--- src/rtl/assert_macros.svh ---
// assertion macros shared by the rtl files
// expects i_clk and i_rst_n in the including module; included by the top level
`ifndef ASSERT_MACROS_SVH
`define ASSERT_MACROS_SVH

// same-cycle implication on i_clk, disabled while i_rst_n is low
`define ASSERT_IMPL(label, ante, cons) \
    label: assert property (@(posedge i_clk) disable iff (!i_rst_n) (ante) |-> (cons)) \
        else $error("assertion failed");

// next-cycle implication on i_clk, disabled while i_rst_n is low
`define ASSERT_NEXT(label, ante, cons) \
    label: assert property (@(posedge i_clk) disable iff (!i_rst_n) (ante) |=> (cons)) \
        else $error("assertion failed");

`endif

--- src/rtl/deq_pkg.sv ---
// shared types for the double-ended queue: operation and status codes,
// controller states and the command/status structs between control and datapath
package deq_pkg;

    // operation codes carried in the mode field
    typedef enum logic [2:0] {
        OP_PUSH_FRONT = 3'd0,
        OP_PUSH_BACK  = 3'd1,
        OP_POP_FRONT  = 3'd2,
        OP_POP_BACK   = 3'd3,
        OP_READ_FRONT = 3'd4,
        OP_READ_BACK  = 3'd5,
        OP_CLEAR      = 3'd6
    } t_mode;

    // result status codes
    typedef enum logic [1:0] {
        ST_OK    = 2'd0,
        ST_EMPTY = 2'd1,
        ST_FULL  = 2'd2
    } t_status;

    // controller states
    typedef enum logic [1:0] {
        S_IDLE  = 2'd0,
        S_EXEC  = 2'd1,
        S_RDATA = 2'd2
    } t_state;

    // commands from controller to datapath
    typedef struct packed {
        logic capture;    // latch the incoming operation
        logic execute;    // apply the operation to pointers, count and store
        logic load_read;  // move registered store data into the result
    } t_dp_cmd;

    // status from datapath to controller
    typedef struct packed {
        logic needs_read; // latched operation returns a stored word
    } t_dp_status;

endpackage

--- src/rtl/deq_ctrl.sv ---
// controller of the double-ended queue: state machine sequencing each
// operation and the result valid flag; uses deq_pkg
module deq_ctrl (
    input  logic                i_clk,
    input  logic                i_rst_n,
    input  logic                i_in_valid,
    output logic                o_in_stall,
    output logic                o_out_valid,
    input  logic                i_out_stall,
    input  deq_pkg::t_dp_status i_status_dp,
    output deq_pkg::t_dp_cmd    o_cmd
);
    import deq_pkg::*;

    t_state r_state;
    t_state n_state;
    logic   r_out_valid;
    logic   n_out_valid;
    logic   out_free;

    // result slot is free when empty or being taken this cycle
    assign out_free = !r_out_valid || !i_out_stall;

    // next state
    always_comb begin
        n_state = r_state;
        case (r_state)
            S_IDLE: begin
                if (i_in_valid) begin
                    n_state = S_EXEC;
                end
            end
            S_EXEC: begin
                if (out_free) begin
                    n_state = i_status_dp.needs_read ? S_RDATA : S_IDLE;
                end
            end
            S_RDATA: begin
                n_state = S_IDLE;
            end
            default: begin
                n_state = S_IDLE;
            end
        endcase
    end

    // commands and handshake outputs
    always_comb begin
        o_cmd       = '0;
        o_in_stall  = 1'b1;
        n_out_valid = r_out_valid && i_out_stall;
        case (r_state)
            S_IDLE: begin
                // input held off while reset is low
                o_in_stall    = !i_rst_n;
                o_cmd.capture = i_in_valid && i_rst_n;
            end
            S_EXEC: begin
                o_cmd.execute = out_free;
                if (out_free && !i_status_dp.needs_read) begin
                    n_out_valid = 1'b1;
                end
            end
            S_RDATA: begin
                o_cmd.load_read = 1'b1;
                n_out_valid     = 1'b1;
            end
            default: begin
            end
        endcase
    end

    // state and result valid registers
    always_ff @(posedge i_clk) begin
        if (!i_rst_n) begin
            r_state     <= S_IDLE;
            r_out_valid <= 1'b0;
        end else begin
            r_state     <= n_state;
            r_out_valid <= n_out_valid;
        end
    end

    assign o_out_valid = r_out_valid;

endmodule

--- config.mk ---
export PLATFORM = sky130hd
export DESIGN_NAME = deq_ctrl
export DESIGN_NICKNAME = d
export VERILOG_FILES = /design/src/rtl/assert_macros.svh /design/src/rtl/deq_pkg.sv /design/src/rtl/deq_ctrl.sv
export SDC_FILE = /design/constraint.sdc
export NUM_CORES = 1
export LEC_CHECK = 0
export ABC_AREA = 1
export BUFFER_PORTS_ARGS = -buffer_cell sky130_fd_sc_hd__buf_4
export CAP_MARGIN = 40
export CORE_AREA = 2 2 39 41
export DETAILED_ROUTE_END_ITERATION = 8
export DIE_AREA = 0 0 41 43
export GPL_TIMING_DRIVEN = 0
export PLACE_DENSITY = 0.45
export RECOVER_POWER = 25
export SKIP_LAST_GASP = 1
export SYNTH_ARGS = -nofsm -noshare
export SYNTH_HDL_FRONTEND = slang
export SYNTH_SLANG_ARGS = --single-unit
--- constraint.sdc ---
create_clock -name i_clk -period 3 [get_ports i_clk]
set_input_delay 0.6 -clock i_clk [delete_from_list [all_inputs] [get_ports i_clk]]
set_output_delay 0.6 -clock i_clk [all_outputs]
set_load 0.02 [all_outputs]
==> results.sh, run 1 <==
export IMPL_seq_area_frac_synth_pct=26.2
export IMPL_synth_area_leaders="dfxtp_1 26%, ha_1 16%, nand2_1 15%, inv_1 11%, nand2_2 8.2%"
export IMPL_drive_gt1_share_pct=38.3
export IMPL_placed_area_um2=317
export IMPL_wl_met1_um=205
export IMPL_highest_layer="met3"
export IMPL_wl_met2_um=225
export IMPL_setup_violations=0
export IMPL_fmax_ghz=0.548
export IMPL_root_buffer="clkbuf_4"
export IMPL_nNetsFinal=56
export IMPL_post_synth_top_area_cell="dfxtp_1"
export IMPL_wirelength_um=458
export IMPL_clk_pin_slew_ps=30
export IMPL_cts_buffers=3
export IMPL_arrival_ps=1220
export IMPL_hold_violations=0
export IMPL_post_cts_setup_buffers=0
export IMPL_ys_flop_type="dfxtp_1"
export IMPL_holdWs_ps=490
export IMPL_die_area_mm2=0.00176
export IMPL_rsz0062_at_grt="no"
export IMPL_holdBufCountCts=0
export IMPL_htreeDepth=1
export IMPL_p_total_uw=186
export IMPL_dr_pass1_iters=4
export IMPL_cts_sinks=3
export IMPL_drv_cap=0
export IMPL_finalCritPeriodShare_pct=60.8
export IMPL_synthTopCellsByCount="9 x nand2_1, 7 x inv_1, 3 x dfxtp_1, 3 x ha_1, 3 x nand2_2"
export IMPL_overflow=0
export IMPL_relSlewSlack_pct=89.4
export IMPL_min_path_type="flop to flop"
export IMPL_syn_num_nets=42
export IMPL_critical_path_class="flop to output port"
export IMPL_fill_cells=161
export IMPL_drt_wirelength_per_cell_um=7.27
export IMPL_syn_instance_count=34
export IMPL_synth_avg_cell_area_um2=6.73
export IMPL_post_place_ws_ps=1310
export IMPL_clk_latency_ps=230
export IMPL_numPortBuffers=9
export IMPL_ys_types=13
export IMPL_synth_edff_count=0
export IMPL_start_util_pct=16.5
export IMPL_final_antenna_net_count=0
export IMPL_async_flop_share_pct=0
export IMPL_row_count=14
export IMPL_p_leak_nw=0.188
export IMPL_design_area_um2=338
export IMPL_drtIter0Drc=1
export IMPL_met3WireLength_um=27
export IMPL_critPathLaunchType="flop"
export IMPL_placedCellCount=59
export IMPL_gp_congestion=0.688
export IMPL_required_ps=2400
export IMPL_ir_worst_vdd_mv=0.188
export IMPL_io_pins=10
export IMPL_num_vias=223
export IMPL_synth_top_area_share_pct=26.2
export IMPL_path_max_fanout=4
export IMPL_maxSlewViolCount=0
export IMPL_cts_tree="built"
export IMPL_drc=0
export IMPL_stdcell_count=63
export IMPL_hpwl_um=394
export IMPL_tightest_slew_ps=158
export IMPL_die_y_um=43
export IMPL_multiInputGateArea_um2=134
export IMPL_yosys_warnings=0
export IMPL_grt_usage_pct=6.22
export IMPL_grt_max_degree=5
export IMPL_synth_most_common_cell="nand2_1"
export IMPL_status="completed"
export IMPL_timing_setup_tns_ps=0
export IMPL_setup_ws_ps=1180
export IMPL_antenna_found_initial=0
export IMPL_grt_pass1_wl_um=710
export IMPL_hold_depth=2
export IMPL_post_route_util_pct=24.4
export IMPL_synth_area_um2=229
export IMPL_regArea_um2=60.1
export IMPL_min_period_ps=1820
export IMPL_finClkSkew_ps=1.17
export IMPL_fp_dieW_um=41
export IMPL_cts_path_max_buffers=2
export IMPL_ys_seq_elements=3
export IMPL_reg2reg_depth=5
export IMPL_power_density_mw_per_mm2=551
export IMPL_insertedDiodeCount=0
export IMPL_via_per_inst=3.54
export IMPL_area_growth_synth_to_final_pct=47.5
export IMPL_fp_coreArea_mm2=0.00138
export IMPL_worst_setup_path_end_kind="output port"
export IMPL_grt_pass1_vias=212
export IMPL_cts_resized=0
==> routing by layer <==
metal | global-route usage, % | up-vias
li1 | - | 125
met1 | 7.72 | 93
met3 | 1.57 | 0
met2 | 8.13 | 5
met5 | 0 | -
met4 | 6.00 | 0
==> cells by family (layout without fill, tap and decap cells) <==
family | after synthesis | count (layout) | share of synthesized area [%]
buffers and inverters | 8 | 21 | 13.1
and+or+nand+nor | 17 | 17 | 36.1
DFF | 3 | 3 | 26.2
adders and majority gates | 3 | 3 | 16.4
AOI/OAI and AO/OA | 3 | 3 | 8.19
==> flip-flops by register name (all words and copies together) (netlist names) <==
register,count
r_state,2
o_out_valid,1
==> layout make-up <==
cell class	count	share of cell area (%)
clock buffers	4	7.78
well taps	16	5.93
multi-input cells	23	39.6
inverters	8	8.89
repair buffers	9	20.0
flip-flops and latches	3	17.8
==> where the power goes <==
group	internal, mW	switching [mW]	total (mW)
clock network	0.0497	0.0191	0.0688
registers	0.0458	0.00337	0.0491
logic	0.0298	0.0384	0.0683
==> worst max-delay path: stages, from the launching register on <==
cell,delay (ps)
dfxtp_1,360
inv_1,70
ha_1,220
and2_2,200
buf_4,150
==> placed cells by master, fill, tap and decap left out, types with 2 or more instances in the layout <==
| master | Yosys | routed |
|---|---|---|
| nor2_1 | 2 | 2 |
| inv_1 | 7 | 7 |
| clkbuf_4 | 0 | 3 |
| ha_1 | 3 | 3 |
| nand2_1 | 9 | 9 |
| buf_4 | 0 | 9 |
| nand2_2 | 3 | 3 |
| nand3_1 | 1 | 2 |
| dfxtp_1 | 3 | 3 |
==> path summary, 6_finish.rpt <==
check / start / slack, ps / end
setup / recovery: r_state[1] / 1180 / o_cmd[1]
hold / removal: r_state[1] / 490 / r_state[1]
setup reg to reg: r_state[1] / 1870 / r_state[1]
hold reg to reg: r_state[1] / 490 / r_state[1]
Note: power is estimated with default switching activity, not from simulation.
==> run 2: changes to the inputs <==
Settings changed: ABC_AREA 1 to 0.
Clock period 3 ns to 1.57 ns, I/O delays scaled along.
==> run 2 against run 1 <==
Routed wire length rose by 10%. Synthesized cell count fell by 32%. Non-clock buffer count did not move. First-iteration DRC count did not move. Final cell count fell by 17%. Die area did not move. Register-to-register slack got worse by 1600 ps. Critical endpoint unchanged.
==> results.sh, run 2 <==
export IMPL_htreeDepth=1
export IMPL_ir_worst_vdd_mv=0.257
export IMPL_ys_seq_elements=3
export IMPL_grt_pass1_vias=182
export IMPL_ys_flop_type="dfxtp_1"
export IMPL_syn_num_nets=31
export IMPL_design_area_um2=320
export IMPL_critical_path_class="flop to output port"
export IMPL_final_common_cell="buf_4"
export IMPL_die_area_mm2=0.00176
export IMPL_relSlewSlack_pct=83.4
export IMPL_required_ps=1260
export IMPL_die_y_um=43
export IMPL_grt_max_degree=6
export IMPL_synth_avg_cell_area_um2=9.03
export IMPL_min_path_type="input port to flop"
export IMPL_regMostFlops="r_state"
export IMPL_clk_latency_ps=230
export IMPL_via_per_inst=3.94
export IMPL_final_antenna_net_count=0
export IMPL_p_leak_nw=0.152
export IMPL_rsz0062_at_grt="no"
export IMPL_crit_slowest_cell="dfxtp_1"
export IMPL_finalCritPeriodShare_pct=94.1
export IMPL_min_period_ps=1480
export IMPL_drtIter0Drc=1
export IMPL_fp_coreArea_mm2=0.00138
export IMPL_placed_area_um2=295
export IMPL_drive_gt1_share_pct=38.9
export IMPL_wl_met2_um=187
export IMPL_critPathBufInv=2
export IMPL_insertedDiodeCount=0
export IMPL_grt_usage_pct=7.41
export IMPL_worst_setup_path_end_kind="output port"
export IMPL_hpwl_um=375
export IMPL_root_buffer="clkbuf_4"
export IMPL_synthTopCellsByCount="3 x dfxtp_1, 3 x ha_1, 3 x inv_1, 3 x nor2b_1, 2 x nand2_1"
export IMPL_overflow=0
export IMPL_power_density_mw_per_mm2=915
export IMPL_synth_edff_count=0
export IMPL_num_vias=205
export IMPL_grt_pass1_wl_um=807
export IMPL_cts_tree="built"
export IMPL_clk_pin_slew_ps=40
export IMPL_fp_dieW_um=41
export IMPL_status="completed"
export IMPL_path_max_fanout=4
export IMPL_syn_instance_count=23
export IMPL_row_count=14
export IMPL_wirelength_um=506
export IMPL_io_pins=10
export IMPL_final_cell_mix="8 x buf_4, 3 x inv_1, 3 x nor2b_1, 3 x clkbuf_4, 3 x dfxtp_1"
export IMPL_timing_setup_tns_ps=0
export IMPL_setup_violations=0
export IMPL_cts_sinks=3
export IMPL_synth_top_area_share_pct=28.9
export IMPL_drt_wirelength_per_cell_um=9.73
export IMPL_maxSlewViolCount=0
export IMPL_critical_path_max_stage_delay_ps=340
export IMPL_start_util_pct=15.0
export IMPL_antenna_found_initial=0
export IMPL_synth_area_leaders="dfxtp_1 29%, ha_1 18%, nor2b_1 9.0%, and3_4 5.4%, inv_1 5.4%"
export IMPL_nNetsFinal=45
export IMPL_gp_congestion=0.663
export IMPL_holdWs_ps=369
export IMPL_seq_area_frac_synth_pct=28.9
export IMPL_numPortBuffers=9
export IMPL_highest_layer="met3"
export IMPL_holdBufCountCts=0
export IMPL_wl_met1_um=247
export IMPL_async_flop_share_pct=0
export IMPL_drc=0
export IMPL_hold_violations=0
export IMPL_finClkSkew_ps=1.97
export IMPL_worstPathCellList="inv_1 > ha_1 > and2_1 > buf_4"
export IMPL_arrival_ps=1160
export IMPL_area_growth_synth_to_final_pct=54.2
export IMPL_stdcell_count=52
export IMPL_met3WireLength_um=71
export IMPL_synth_area_um2=208
export IMPL_cts_path_max_buffers=2
export IMPL_dr_pass1_iters=4
export IMPL_largest_reg_flops=2
export IMPL_yosys_warnings=0
export IMPL_cts_buffers=3
export IMPL_post_synth_top_area_cell="dfxtp_1"
export IMPL_critPathLaunchType="flop"
export IMPL_placedCellCount=48
export IMPL_fmax_ghz=0.677
export IMPL_ys_types=14
export IMPL_tightest_slew_ps=250
export IMPL_drv_cap=0
export IMPL_fill_cells=154
export IMPL_post_cts_setup_buffers=0
export IMPL_cp_top_family="flip-flops"
run 2: cells by family (layout without fill, tap and decap cells):
family | count (synthesis) | after routing | synth area share [%]
simple gates | 9 | 9 | 28.3
compound gates | 5 | 5 | 19.3
fa+ha+maj | 3 | 3 | 18.1
flops | 3 | 3 | 28.9
buf+inv | 3 | 16 | 5.42
run 2: area by class of cell:
| cell class | instances | area, um2 | share of cell area (%) |
|---|---|---|---|
| Sequential cell | 3 | 60.1 | 18.8 |
| Timing Repair Buffer | 9 | 63.8 | 19.9 |
| Inverter | 3 | 11.3 | 3.52 |
| Clock buffer | 4 | 26.3 | 8.20 |
| Multi-Input combinational cell | 17 | 139 | 43.4 |
| Tap cell | 16 | 20.0 | 6.25 |
run 2: final timing paths:
path | slack [ps] | start | to | cells past startpoint
max reg2reg | 310 | r_state[0] | o_out_valid | 5
min | 370 | i_rst_n | r_state[1] | 2
min reg2reg | 500 | r_state[1] | r_state[1] | 2
max | 90 | r_state[1] | o_cmd[1] | 4
run 2: layer usage:
layer	vias up	GRT usage (%)
met3	0	6.28
met5	-	0
met1	87	10.9
met2	12	6.88
li1	106	-
met4	0	4.00
run 2: repair_timing:
action                                  in CTS  in global routing
resized for setup                            0                  1
endpoints found under the setup margin       0                  1
endpoints found under the hold margin        0                  0
run 2: metrics by stage:
stage	total power, mW	utilization, %	setup slack [ps]
6_report	0.293	23.1	92.0
2_1_floorplan	0.127	-	409
3_3_place_gp	0.158	21.3	302
4_1_cts	0.302	23.2	41.5
5_1_grt	0.315	23.1	6.80
3_5_place_dp	0.157	21.3	305
run 2: report_power, final:
part,switching [mW],leakage (nW),internal (mW)
combinational,0.0348,0.112,0.0350
sequential,0.00372,0.0246,0.0815
clock,0.0425,0.0150,0.0954
total,0.0810,0.152,0.212
